--- config.mk ---
export PLATFORM = sky130hd
export DESIGN_NAME = hip_compliance_correction_top_flat
export DESIGN_NICKNAME = d
export VERILOG_FILES = /design/src/hcc_pkg.sv /design/src/hcc_req_if.sv /design/src/hcc_rsp_if.sv /design/src/hip_compliance_correction_top.sv /design/src/hcc_div.sv /design/src/hcc_lane.sv /design/src/flat_wrapper.sv
export SDC_FILE = /design/constraint.sdc
export NUM_CORES = 2
export LEC_CHECK = 0
export BUFFER_PORTS_ARGS = -buffer_cell sky130_fd_sc_hd__buf_2
export CORE_MARGIN = 2
export CORE_UTILIZATION = 55
export CTS_CLUSTER_SIZE = 16
export DETAILED_ROUTE_END_ITERATION = 7
export HOLD_SLACK_MARGIN = 0.05
export PLACE_DENSITY_LB_ADDON = 0.05
export SLEW_MARGIN = 5
export SYNTH_ARGS = -nofsm -noshare
export SYNTH_HDL_FRONTEND = slang
export SYNTH_SLANG_ARGS = --single-unit
--- constraint.sdc ---
create_clock -name clk -period 9.8 [get_ports clk]
set_input_delay 0.49 -clock clk [delete_from_list [all_inputs] [get_ports clk]]
set_output_delay 0.49 -clock clk [all_outputs]
set_load 0.01 [all_outputs]
--- src/hcc_pkg.sv ---
// ----------------------------------------------------------------------------
// Hip compliance correction package
// Shared widths, register codes, reset values and lane control types.
// ----------------------------------------------------------------------------
package hcc_pkg;

  localparam int TORQUE_W   = 24;  // Q15.8 torque
  localparam int STIFF_W    = 24;  // Q16.8 stiffness
  localparam int ANGLE_W    = 24;  // Q3.20 correction
  localparam int ALPHA_W    = 16;  // Q0.16 filter weight
  localparam int LIMIT_W    = 23;  // Q3.20 limit and step
  localparam int FRAC_SHIFT = 20;  // angle fraction bits
  localparam int DIVIDEND_W = TORQUE_W + FRAC_SHIFT;

  localparam int CFG_IDX_W  = 2;
  localparam int CFG_DATA_W = LIMIT_W;

  localparam int WARMUP_DEFAULT = 5;

  localparam logic [ALPHA_W-1:0] ALPHA_RESET = ALPHA_W'(65123);
  localparam logic [LIMIT_W-1:0] LIMIT_RESET = LIMIT_W'(10486);
  localparam logic [LIMIT_W-1:0] STEP_RESET  = LIMIT_W'(3);

  typedef enum logic [CFG_IDX_W-1:0] {
    REG_ALPHA = 2'd0,
    REG_LIMIT = 2'd1,
    REG_STEP  = 2'd2
  } reg_idx_t;

  typedef struct packed {
    logic [ALPHA_W-1:0] alpha;
    logic [LIMIT_W-1:0] limit;
    logic [LIMIT_W-1:0] step;
  } cfg_t;

  typedef struct packed {
    logic start;
    logic bypass;
    logic active;
  } lane_ctl_t;

  typedef struct packed {
    logic                       done;
    logic signed [TORQUE_W-1:0] filtered;
    logic signed [ANGLE_W-1:0]  correction;
  } lane_res_t;

endpackage

--- src/hcc_req_if.sv ---
// ----------------------------------------------------------------------------
// Hip compliance request channel
// Valid/ready channel carrying torques, stiffness values and the phase flag.
// ----------------------------------------------------------------------------
interface hcc_req_if;
  import hcc_pkg::*;

  logic                       valid;
  logic                       ready;
  logic signed [TORQUE_W-1:0] torque_left;
  logic signed [TORQUE_W-1:0] torque_right;
  logic        [STIFF_W-1:0]  stiffness_left;
  logic        [STIFF_W-1:0]  stiffness_right;
  logic                       phase_active;

  modport source (
    output valid, torque_left, torque_right, stiffness_left, stiffness_right,
           phase_active,
    input  ready
  );

  modport sink (
    input  valid, torque_left, torque_right, stiffness_left, stiffness_right,
           phase_active,
    output ready
  );
endinterface

--- src/hcc_rsp_if.sv ---
// ----------------------------------------------------------------------------
// Hip compliance result channel
// Valid/ready channel carrying filtered torques and hip corrections.
// ----------------------------------------------------------------------------
interface hcc_rsp_if;
  import hcc_pkg::*;

  logic                       valid;
  logic                       ready;
  logic signed [TORQUE_W-1:0] filtered_left;
  logic signed [TORQUE_W-1:0] filtered_right;
  logic signed [ANGLE_W-1:0]  correction_left;
  logic signed [ANGLE_W-1:0]  correction_right;

  modport source (
    output valid, filtered_left, filtered_right, correction_left,
           correction_right,
    input  ready
  );

  modport sink (
    input  valid, filtered_left, filtered_right, correction_left,
           correction_right,
    output ready
  );
endinterface

--- src/hip_compliance_correction_top.sv ---
// ----------------------------------------------------------------------------
// Hip compliance correction top level
// Two-lane torque filter and hip angle correction with an output register.
// ----------------------------------------------------------------------------
// Usage:
//   request carries one control tick: left and right hip roll torques
//   (Q15.8), stiffness values (Q16.8) and the phase flag. result returns
//   the filtered torques and the slew-limited hip corrections (Q3.20),
//   exactly one result per request, in order.
//   The configuration port writes filter_alpha, angular_limit and max_step
//   by index; write only while no request is in flight.
// Timing:
//   The left and right lanes run side by side. Each filters the torque
//   (multiply, then sum), starts the divider, runs the serial division (one
//   quotient bit per cycle over the 44-bit dividend), then clamps and slews;
//   the merge and the output register follow. A new request is taken only
//   once the previous result has been loaded into the output register.
// Reset:
//   Clears filter and correction history and the warm-up count, and loads
//   the register defaults. The first WARMUP_TICKS requests bypass the filter.
//   No request is taken while reset is high.
// Stall:
//   A result waits in the output register while the receiver holds ready
//   low; the next request may still be taken and computed meanwhile, then
//   held in the lanes until the output register frees up.
// ----------------------------------------------------------------------------
module hip_compliance_correction_top #(
  parameter int WARMUP_TICKS = hcc_pkg::WARMUP_DEFAULT
) (
  input  logic                              clk,
  input  logic                              rst,
  hcc_req_if.sink                           request,
  hcc_rsp_if.source                         result,
  input  logic                              write_enable,
  input  logic [hcc_pkg::CFG_IDX_W-1:0]     reg_index,
  input  logic [hcc_pkg::CFG_DATA_W-1:0]    write_data
);
  import hcc_pkg::*;

  localparam int WARM_W = $clog2(WARMUP_TICKS + 2);

  cfg_t              cfg;
  logic [WARM_W-1:0] warm;
  logic              busy;
  logic              got_left;
  logic              got_right;
  lane_ctl_t         ctl;
  lane_res_t         res_left;
  lane_res_t         res_right;
  logic              take;
  logic              merged;
  logic              load;

  // Accept a new request whenever the lanes are free and reset is low
  assign request.ready = !rst && !busy;
  assign take          = request.valid && request.ready;

  assign ctl.start  = take;
  assign ctl.bypass = warm < WARM_W'(WARMUP_TICKS);
  assign ctl.active = request.phase_active;

  // Register file: drop extra high bits, ignore unknown indexes
  always_ff @(posedge clk) begin
    if (rst) begin
      cfg.alpha <= ALPHA_RESET;
      cfg.limit <= LIMIT_RESET;
      cfg.step  <= STEP_RESET;
    end else if (write_enable) begin
      unique case (reg_idx_t'(reg_index))
        REG_ALPHA: cfg.alpha <= write_data[ALPHA_W-1:0];
        REG_LIMIT: cfg.limit <= write_data[LIMIT_W-1:0];
        REG_STEP:  cfg.step  <= write_data[LIMIT_W-1:0];
        default:   ;
      endcase
    end
  end

  hcc_lane u_lane_left (
    .clk       (clk),
    .rst       (rst),
    .cfg       (cfg),
    .ctl       (ctl),
    .torque    (request.torque_left),
    .stiffness (request.stiffness_left),
    .res       (res_left)
  );

  hcc_lane u_lane_right (
    .clk       (clk),
    .rst       (rst),
    .cfg       (cfg),
    .ctl       (ctl),
    .torque    (request.torque_right),
    .stiffness (request.stiffness_right),
    .res       (res_right)
  );

  // Merge: wait for both lanes, then load the output register when free
  assign merged = got_left && got_right;
  assign load   = merged && (!result.valid || result.ready);

  always_ff @(posedge clk) begin
    if (rst) begin
      warm         <= '0;
      busy         <= 1'b0;
      got_left     <= 1'b0;
      got_right    <= 1'b0;
      result.valid <= 1'b0;
    end else begin
      if (take) begin
        busy <= 1'b1;
        if (ctl.bypass) begin
          warm <= warm + 1'b1;
        end
      end
      if (res_left.done) begin
        got_left <= 1'b1;
      end
      if (res_right.done) begin
        got_right <= 1'b1;
      end
      if (load) begin
        result.valid            <= 1'b1;
        result.filtered_left    <= res_left.filtered;
        result.filtered_right   <= res_right.filtered;
        result.correction_left  <= res_left.correction;
        result.correction_right <= res_right.correction;
        got_left                <= 1'b0;
        got_right               <= 1'b0;
        busy                    <= 1'b0;
      end else if (result.valid && result.ready) begin
        // Drop the result once the receiver takes it
        result.valid <= 1'b0;
      end
    end
  end
endmodule

--- src/hcc_div.sv ---
// ----------------------------------------------------------------------------
// Hip compliance serial divider
// Restoring unsigned divider, one quotient bit per cycle.
// ----------------------------------------------------------------------------
module hcc_div (
  input  logic                             clk,
  input  logic                             rst,
  input  logic                             start,
  input  logic [hcc_pkg::DIVIDEND_W-1:0]   dividend,
  input  logic [hcc_pkg::STIFF_W-1:0]      divisor,
  output logic [hcc_pkg::DIVIDEND_W-1:0]   quotient,
  output logic                             done
);
  import hcc_pkg::*;

  localparam int CNT_W = $clog2(DIVIDEND_W + 1);

  logic [STIFF_W-1:0]    rem;
  logic [STIFF_W-1:0]    dvs;
  logic [CNT_W-1:0]      cnt;
  logic                  busy;
  logic [STIFF_W:0]      trial;
  logic                  fits;

  // Shift in the next dividend bit and try the subtraction
  assign trial = {rem, quotient[DIVIDEND_W-1]};
  assign fits  = trial >= {1'b0, dvs};

  always_ff @(posedge clk) begin
    if (rst) begin
      busy <= 1'b0;
      done <= 1'b0;
      cnt  <= '0;
    end else begin
      done <= 1'b0;
      if (start) begin
        busy     <= 1'b1;
        cnt      <= CNT_W'(DIVIDEND_W);
        rem      <= '0;
        dvs      <= divisor;
        quotient <= dividend;
      end else if (busy) begin
        quotient <= {quotient[DIVIDEND_W-2:0], fits};
        rem      <= fits ? STIFF_W'(trial - {1'b0, dvs}) : trial[STIFF_W-1:0];
        cnt      <= cnt - 1'b1;
        if (cnt == CNT_W'(1)) begin
          busy <= 1'b0;
          done <= 1'b1;
        end
      end
    end
  end
endmodule

--- src/hcc_lane.sv ---
// ----------------------------------------------------------------------------
// Hip compliance lane
// One side: IIR filter, torque over stiffness, clamp and slew limit.
// ----------------------------------------------------------------------------
module hcc_lane (
  input  logic                               clk,
  input  logic                               rst,
  input  hcc_pkg::cfg_t                      cfg,
  input  hcc_pkg::lane_ctl_t                 ctl,
  input  logic signed [hcc_pkg::TORQUE_W-1:0] torque,
  input  logic        [hcc_pkg::STIFF_W-1:0]  stiffness,
  output hcc_pkg::lane_res_t                 res
);
  import hcc_pkg::*;

  localparam int PROD_W = ALPHA_W + TORQUE_W + 2;

  typedef enum logic [2:0] {
    S_IDLE,
    S_FILT,
    S_SUM,
    S_DIV,
    S_SLEW
  } state_t;

  state_t                     state;
  logic signed [TORQUE_W-1:0] x;
  logic        [STIFF_W-1:0]  stiff;
  logic                       active;
  logic                       bypass;
  logic signed [PROD_W-1:0]   prod;
  logic signed [ANGLE_W-1:0]  target;
  logic                       div_start;

  logic signed [TORQUE_W:0]   diff_f;
  logic signed [PROD_W-1:0]   rounded;
  logic signed [PROD_W-1:0]   f_full;
  logic signed [TORQUE_W-1:0] f_next;
  logic [DIVIDEND_W-1:0]      quotient;
  logic                       div_done;
  logic [LIMIT_W-1:0]         mag;
  logic signed [ANGLE_W:0]    mag_s;
  logic signed [ANGLE_W-1:0]  target_next;
  logic signed [ANGLE_W:0]    last_s;
  logic signed [ANGLE_W:0]    step_s;
  logic signed [ANGLE_W:0]    diff_c;
  logic signed [ANGLE_W:0]    corr_s;

  // Filter: y = x + round(alpha * (prev - x) / 2^16); x on bypass
  assign diff_f  = $signed({res.filtered[TORQUE_W-1], res.filtered})
                 - $signed({x[TORQUE_W-1], x});
  assign rounded = (prod + PROD_W'(32768)) >>> 16;
  assign f_full  = $signed({{(PROD_W-TORQUE_W){x[TORQUE_W-1]}}, x}) + rounded;
  assign f_next  = bypass ? x : f_full[TORQUE_W-1:0];

  // Divider takes the magnitude of the stored filtered torque
  hcc_div u_div (
    .clk      (clk),
    .rst      (rst),
    .start    (div_start),
    .dividend ({res.filtered[TORQUE_W-1] ? TORQUE_W'(-res.filtered)
                                         : TORQUE_W'(res.filtered),
                {FRAC_SHIFT{1'b0}}}),
    .divisor  (stiff),
    .quotient (quotient),
    .done     (div_done)
  );

  // Zero stiffness saturates; clamp to limit, sign it; 0 if inactive
  always_comb begin
    if (stiff == '0 || quotient > DIVIDEND_W'(cfg.limit)) begin
      mag = cfg.limit;
    end else begin
      mag = quotient[LIMIT_W-1:0];
    end
    mag_s = $signed({2'b00, mag});
    if (!active || res.filtered == '0) begin
      target_next = '0;
    end else if (res.filtered[TORQUE_W-1]) begin
      target_next = ANGLE_W'(-mag_s);
    end else begin
      target_next = ANGLE_W'(mag_s);
    end
  end

  // Slew limit toward the target
  always_comb begin
    last_s = $signed({res.correction[ANGLE_W-1], res.correction});
    step_s = $signed({2'b00, cfg.step});
    diff_c = $signed({target[ANGLE_W-1], target}) - last_s;
    priority if (diff_c > step_s) begin
      corr_s = last_s + step_s;
    end else if (diff_c < -step_s) begin
      corr_s = last_s - step_s;
    end else begin
      corr_s = $signed({target[ANGLE_W-1], target});
    end
  end

  always_ff @(posedge clk) begin
    if (rst) begin
      state          <= S_IDLE;
      div_start      <= 1'b0;
      res.done       <= 1'b0;
      res.filtered   <= '0;
      res.correction <= '0;
    end else begin
      div_start <= 1'b0;
      res.done  <= 1'b0;
      unique case (state)
        S_IDLE: begin
          if (ctl.start) begin
            x      <= torque;
            stiff  <= stiffness;
            active <= ctl.active;
            bypass <= ctl.bypass;
            state  <= S_FILT;
          end
        end
        S_FILT: begin
          prod  <= $signed({1'b0, cfg.alpha}) * diff_f;
          state <= S_SUM;
        end
        S_SUM: begin
          res.filtered <= f_next;
          div_start    <= 1'b1;
          state        <= S_DIV;
        end
        S_DIV: begin
          if (div_done) begin
            target <= target_next;
            state  <= S_SLEW;
          end
        end
        S_SLEW: begin
          res.correction <= corr_s[ANGLE_W-1:0];
          res.done       <= 1'b1;
          state          <= S_IDLE;
        end
        default: state <= S_IDLE;
      endcase
    end
  end
endmodule
--- src/flat_wrapper.sv ---
// flat-port wrapper written by rule: the top's interface ports become plain ports
module hip_compliance_correction_top_flat import hcc_pkg::*;
#(
  parameter int WARMUP_TICKS = hcc_pkg::WARMUP_DEFAULT
)
  (clk, rst, write_enable, reg_index, write_data, request_valid, request_torque_left, request_torque_right, request_stiffness_left, request_stiffness_right, request_phase_active, request_ready, result_valid, result_filtered_left, result_filtered_right, result_correction_left, result_correction_right, result_ready);
  hcc_req_if request_i ();
  hcc_rsp_if result_i ();
  input  logic clk;
  input  logic rst;
  input  logic write_enable;
  input  logic [hcc_pkg::CFG_IDX_W-1:0] reg_index;
  input  logic [hcc_pkg::CFG_DATA_W-1:0] write_data;
  input wire logic [$bits(request_i.valid)-1:0] request_valid;
  input wire logic [$bits(request_i.torque_left)-1:0] request_torque_left;
  input wire logic [$bits(request_i.torque_right)-1:0] request_torque_right;
  input wire logic [$bits(request_i.stiffness_left)-1:0] request_stiffness_left;
  input wire logic [$bits(request_i.stiffness_right)-1:0] request_stiffness_right;
  input wire logic [$bits(request_i.phase_active)-1:0] request_phase_active;
  output wire logic [$bits(request_i.ready)-1:0] request_ready;
  output wire logic [$bits(result_i.valid)-1:0] result_valid;
  output wire logic [$bits(result_i.filtered_left)-1:0] result_filtered_left;
  output wire logic [$bits(result_i.filtered_right)-1:0] result_filtered_right;
  output wire logic [$bits(result_i.correction_left)-1:0] result_correction_left;
  output wire logic [$bits(result_i.correction_right)-1:0] result_correction_right;
  input wire logic [$bits(result_i.ready)-1:0] result_ready;
  assign request_i.valid = request_valid;
  assign request_i.torque_left = request_torque_left;
  assign request_i.torque_right = request_torque_right;
  assign request_i.stiffness_left = request_stiffness_left;
  assign request_i.stiffness_right = request_stiffness_right;
  assign request_i.phase_active = request_phase_active;
  assign request_ready = request_i.ready;
  assign result_valid = result_i.valid;
  assign result_filtered_left = result_i.filtered_left;
  assign result_filtered_right = result_i.filtered_right;
  assign result_correction_left = result_i.correction_left;
  assign result_correction_right = result_i.correction_right;
  assign result_i.ready = result_ready;
  hip_compliance_correction_top #(.WARMUP_TICKS(WARMUP_TICKS)) u_core (.clk(clk), .rst(rst), .request(request_i), .result(result_i), .write_enable(write_enable), .reg_index(reg_index), .write_data(write_data));
endmodule
Yosys cells after proc, flatten, opt, wreduce, memory -nomap -nowiden
Index checks and enable logic that the tools add are counted.
{ "word_totals": {"ff_bits": 699, "in_bits": 127, "out_inout_bits": 98} }
{ "classes": {"n_addsub": 22, "multipliers": 2, "n_lt_le_gt_ge": 9, "n_eq_ne": 16, "muxes": 43, "bitwise": 5, "reduce_logical": 49} }
{ "ops": {"columns": ["cell", "n"], "rows": [
  ["24-bit 2-to-1 mux", 12],
  ["44-bit 2-to-1 mux", 4],
  ["24-bit by 24-bit subtractor with 25-bit output", 4],
  ["24-bit adder", 4],
  ["24-bit logical NOT", 4],
  ["24-bit subtractor", 4],
  ["23-bit 2-to-1 mux", 4],
  ["44-bit by 23-bit greater-than comparator with 1-bit output", 2],
  ["40-bit by 17-bit adder with 40-bit output, second input constant", 2],
  ["17-bit by 25-bit multiplier with 40-bit output", 2],
  ["25-bit by 24-bit greater-or-equal comparator with 1-bit output", 2],
  ["25-bit by 24-bit greater-than comparator with 1-bit output", 2],
  ["25-bit less-than comparator", 2],
  ["23-bit negation with 24-bit output", 2],
  ["24-bit negation", 2],
  ["2-bit AND reduction", 13],
  ["23-bit negation with 25-bit output", 1],
  ["6-bit 2-to-1 mux", 4],
  ["3-bit one-hot mux with 4 select lines", 2],
  ["1-bit 2-to-1 mux", 14],
  ["3-bit by 2-bit == test with 1-bit output, second input constant", 4],
  ["6-bit by 1-bit == test with 1-bit output, second input constant", 2],
  ["3-bit AND reduction", 4],
  ["6-bit by 1-bit subtractor with 6-bit output, second input constant", 2],
  ["other kinds (17)", 48]
]} }

Longest topological paths before layout
{ "logic_depth": {"ltp_word": 5, "mapped_depth": 38} }

By module
Synthesis repeated with hierarchy kept, for this count alone.
{ "hier_totals": {"cells_unflattened": 8010, "hier_area_um2": 74213.7} }
{ "modules_own_cells": {"columns": ["mod", "instances", "cells_each", "area_each_um2"], "rows": [
  ["hcc_lane at u_core.u_lane_left", 1, 3434, 29341.9],
  ["hcc_lane at u_core.u_lane_right", 1, 3330, 28820.1],
  ["hcc_div", 2, 428, 5267.6],
  ["hip_compliance_correction_top", 1, 390, 5516.5]
]} }

Least setup slack after synthesis
No wires, ideal clock.
{ "synth_path": {"path_kind": "register to register", "startpoint": "register u_core.u_lane_left.x[1]", "endpoint": "register u_core.u_lane_left.prod[39], data pin", "t_arrival_ns": 8.419, "required_ns": 9.541, "slack_ns": 1.121, "stages_incl_launch_ff": 37, "n_path_buf": 1, "period_less_slack_ns": 8.679, "cell_sequence": "edfxtp_1 -> inv_1 -> ha_1 -> nor2b_1 -> o21ai_1 -> a21boi_1 -> o21ai_1 -> a21boi_1 -> o311a_1 -> o21a_1 -> a221o_1 -> a211oi_1 -> xnor2_1 -> clkbuf_1 -> and2_1 -> fa_1 -> inv_1 -> fa_1 -> fa_1 -> inv_1 -> fa_1 -> fa_1 -> inv_1 -> fa_1 -> inv_1 -> ha_1 -> a21o_1 -> a21o_1 -> a21oi_1 -> o21bai_1 -> a21oi_1 -> nor3b_1 -> a211oi_1 -> o311ai_0 -> a21oi_1 -> a21oi_1 -> xnor2_1"} }
{ "synth_via": {"elab_chain_cells": 2} }
{ "synth_rtl": {"columns": ["item", "line", "rtl"], "rows": [
  ["start: declaration", "hcc_lane.sv:27", "logic signed [TORQUE_W-1:0] x;"],
  ["start signal: assignment", "hcc_lane.sv:113", "x <= torque;"],
  ["24-bit by 24-bit subtractor with 25-bit output", "hcc_lane.sv:51", "- $signed({x[TORQUE_W-1], x});"],
  ["17-bit by 25-bit multiplier with 40-bit output", "hcc_lane.sv:121", "prod <= $signed({1'b0, cfg.alpha}) * diff_f;"],
  ["end signal: assignment", "hcc_lane.sv:121", null],
  ["end: declaration", "hcc_lane.sv:31", "logic signed [PROD_W-1:0] prod;"]
]} }
No other way between the ends.
A chain may end at the register's enable or synchronous reset.

Worst setup path after layout
{ "layout_path": {"startpoint": "register u_core.u_lane_right.res[24] (netlist name)", "endpoint": "register u_core.u_lane_right.prod[39], data pin"} }
{ "layout_via": {"elab_chain_cells": 2} }
{ "layout_rtl": {"columns": ["item", "line", "rtl"], "rows": [
  ["start: declaration", "hcc_lane.sv:12", "output hcc_pkg::lane_res_t res"],
  ["24-bit by 24-bit subtractor with 25-bit output", "hcc_lane.sv:51", null],
  ["17-bit by 25-bit multiplier with 40-bit output", "hcc_lane.sv:121", null],
  ["end signal: assignment", "hcc_lane.sv:121", null],
  ["end: declaration", "hcc_lane.sv:31", null]
]} }
No other way between the ends.

==> results_dict.tcl <==
set metrics [dict create \
    status "finished, final reports clean" \
    synth_edf_count 478 \
    core_sq_um 131000 \
    period_share_pct 94.8 \
    path_clk_slew_ns 0.06 \
    drc 0 \
    track_usage_pct 32.1 \
    path_delay_family "adder cells" \
    synthArstFlopShare_pct 0 \
    cp_num_buf_inv 3 \
    yosysWarnings 0 \
    synthSimpleGateAreaFrac_pct 16.7 \
    wl_per_cell_microns 21.8 \
    first_global_vias 58137 \
    antenna_found_initial 9 \
    layout_min_cycle_time_ns 9.29 \
    synth_cells 7916 \
    worstMarginPinSlew_ns 1.29 \
    ys_ff_latch 669 \
    yosysTopAreaCell "fa_1" \
    n_fill_cell 11480 \
    grt_util_met3_pct 4.92 \
    multi_input_area_sq_um 49000 \
    use_met1_pct 42.4 \
    yosys_most_used_dff "edfxtp_1" \
    synth_fp_nets 9426 \
    max_slew_margin_pct 14.0 \
    cts_buffer_depth 3 \
    setup-tns-final_ns 0 \
    post-cts-setup-buffers 0 \
    place_congestion 0.962 \
    avgSynthCellArea_sq_um 9.19 \
    h-tree-depth 3 \
    hold_path.class "primary input to flop" \
    synth_xor_area_share_pct 4.96 \
    use_met2_pct 53.0 \
    crit_path_max_incr_delay_ns 0.73 \
    crit_top_cell "fa_1" \
    clock-sinks 669 \
    syn_area_sq_um 72700 \
    setup_viol 0 \
    synth_mux_area_share_pct 1.72 \
    die_y_microns 368 \
    cts_tree "built" \
    synth_compound_area_share_pct 12.2 \
    wl_microns 216000 \
    grt_start_max_net_pins 65 \
    die_width_microns 368 \
    regArea_sq_um 18200 \
    crit_arrival_ns 9.71 \
    row_count 133 \
    synth-seq-area-share_pct 25.0 \
    detail-route-antenna-nets 0 \
    fmax_mhz 108 \
    synth_top_area_share_pct 20.8 \
    clock_skew_ns 0.0279 \
    start_util_pct 55.4 \
    drt_first_pass_iters 6 \
    first_iter_violations 4012 \
    clockRootBuffer "clkbuf_16" \
    layout.nets 9611 \
    synth_area_leaders "fa_1 21%, edfxtp_1 20%, ha_1 11%" \
    synth_top_family_by_area "adder cells" \
    grt_overflow 0 \
    slew_viol_final 0 \
    grt_pass1_wl_microns 337000 \
    critPathLaunchType "flop" \
    via_per_inst 5.80 \
    hold_violations 0 \
    clkLatencyLatePin_ns 0.70 \
    hpwlAfterDp_microns 166000 \
    worstSetupEndpointType "flop" \
    cts_buffers 75 \
    required_ns 10.22 \
    port_buffers 224 \
    num_vias 57573 \
    busiest_layer "met2" \
    ios 225 \
    rsz0062_at_grt "false" \
    yosys.area_share.adder_pct 31.7 \
    critPathSlowestCell "fa_1" \
    drive_gt1_share_pct 7.07 \
    max-cap-violations 0 \
    path_max_fanout 20 \
    synth.distinct_cells 100 \
    dieArea_sq_um 135000 \
    area_delta_synth_final_pct 9.18 \
    critPathKind "flop to flop" \
]
synthesized netlist by cell type, types with 21 or more instances:
library cell     n
a211oi_1        52
o21a_1          72
nand2_1        793
nor2b_1        145
nand3_1        144
or3_1           65
clkbuf_1       283
nor2_1         464
edfxtp_1       478
fa_1           755
xor2_1         140
and2_1         347
a31oi_1         31
o31ai_1         40
nor4_1          68
xnor2_1        272
inv_1         1178
o21ai_0        231
o21bai_1        28
dfxtp_1        191
nand4_1         50
ha_1           628
nand2b_1       108
a21o_1         125
mux2i_1         98
a21oi_1        448
and3_1          50
nor3_1         122
o211ai_1        59
or2_2           21
stage by stage:
step                instance area, sq um  hold WS (ns)  utilization (%)  setup slack, ns  std cells
floorplan                          72700         0.405                -             1.12       7916
global placement                   75800         0.408             57.7            0.450       9682
detailed placement                 75800         0.420             57.7            0.285       9682
CTS                                79400        0.0572             60.5            0.246       9919
global route                       79400        0.0804             60.5           0.0552       9921
finish                             79400         0.103             60.5            0.510       9922
cell usage in the layout (no fill, tap or decap), types with 174 or more instances in the layout:
cell type / instances
a21oi_1: 447
and2_1: 347
buf_2: 223
dfxtp_1: 174
edfxtp_1: 478
fa_1: 755
ha_1: 628
inv_1: 1177
nand2_1: 793
nor2_1: 457
o21ai_0: 229
xnor2_1: 271
final cells by class:
type                       count  area share, %
antenna                        3        0.00945
clock buffer                 101           2.67
clock inverter                39          0.635
inverter                    1181           5.58
multi-input combinational   5743           61.7
sequential                   669           22.9
tap                         1755           2.77
timing repair buffer         431           3.70
cells by family (layout without fill, tap and decap cells):
logic type,after synthesis,in the layout
and+or+nand+nor,2467,2467
other,0,3
adders and majority gates,1389,1389
muxes,120,120
DFF,669,669
buffers and inverters,1504,1752
xor gates and xnor gates,412,412
AOI/OAI and AO/OA,1355,1355
worst reg2reg max path, delay by kind of cell (launching register included):
kind | cells | cell delay (ns)
fa+ha+maj | 9 | 4.18
compound gates | 11 | 2.41
flops | 1 | 0.40
simple gates | 9 | 1.64
buf+inv | 3 | 0.17
xor+xnor | 2 | 0.24
what timing repair did:
item                       4_1_cts  5_1_grt
hold endpoints to repair        97        0
gates resized for setup          0        6
hold buffers                    97        0
setup endpoints to repair        0       10
layer usage:
layer | wire length, microns | up-vias
met4 | 8840 | 0
met2 | 101000 | 1964
met5 | 0 | -
li1 | - | 26782
met3 | 15200 | 375
met1 | 90800 | 28452
state kept, by name, summed over array words and instances (netlist names), 25 cells and up:
register,flops
u_core.cfg,62
u_core.u_lane_left.res,49
u_core.u_lane_right.res,49
u_core.u_lane_left.u_div.quotient,44
u_core.u_lane_right.u_div.quotient,44
u_core.u_lane_left.prod,25
u_core.u_lane_right.prod,25
final timing paths:
kind                                    start                            to  slack, ns  depth (start not counted)
setup / recovery  u_core.u_lane_right.res[24]  u_core.u_lane_right.prod[39]       0.51                         34
hold / removal           request_phase_active    u_core.u_lane_right.active       0.10                          1
setup reg to reg  u_core.u_lane_right.res[24]  u_core.u_lane_right.prod[39]       0.51                         34
hold reg to reg   u_core.u_lane_right.res[48]              u_core.got_right       0.44                          1
Power is left out: the tool's default activity adds up to more than one toggle a clock period on the data nets, which glitch-free logic cannot reach.
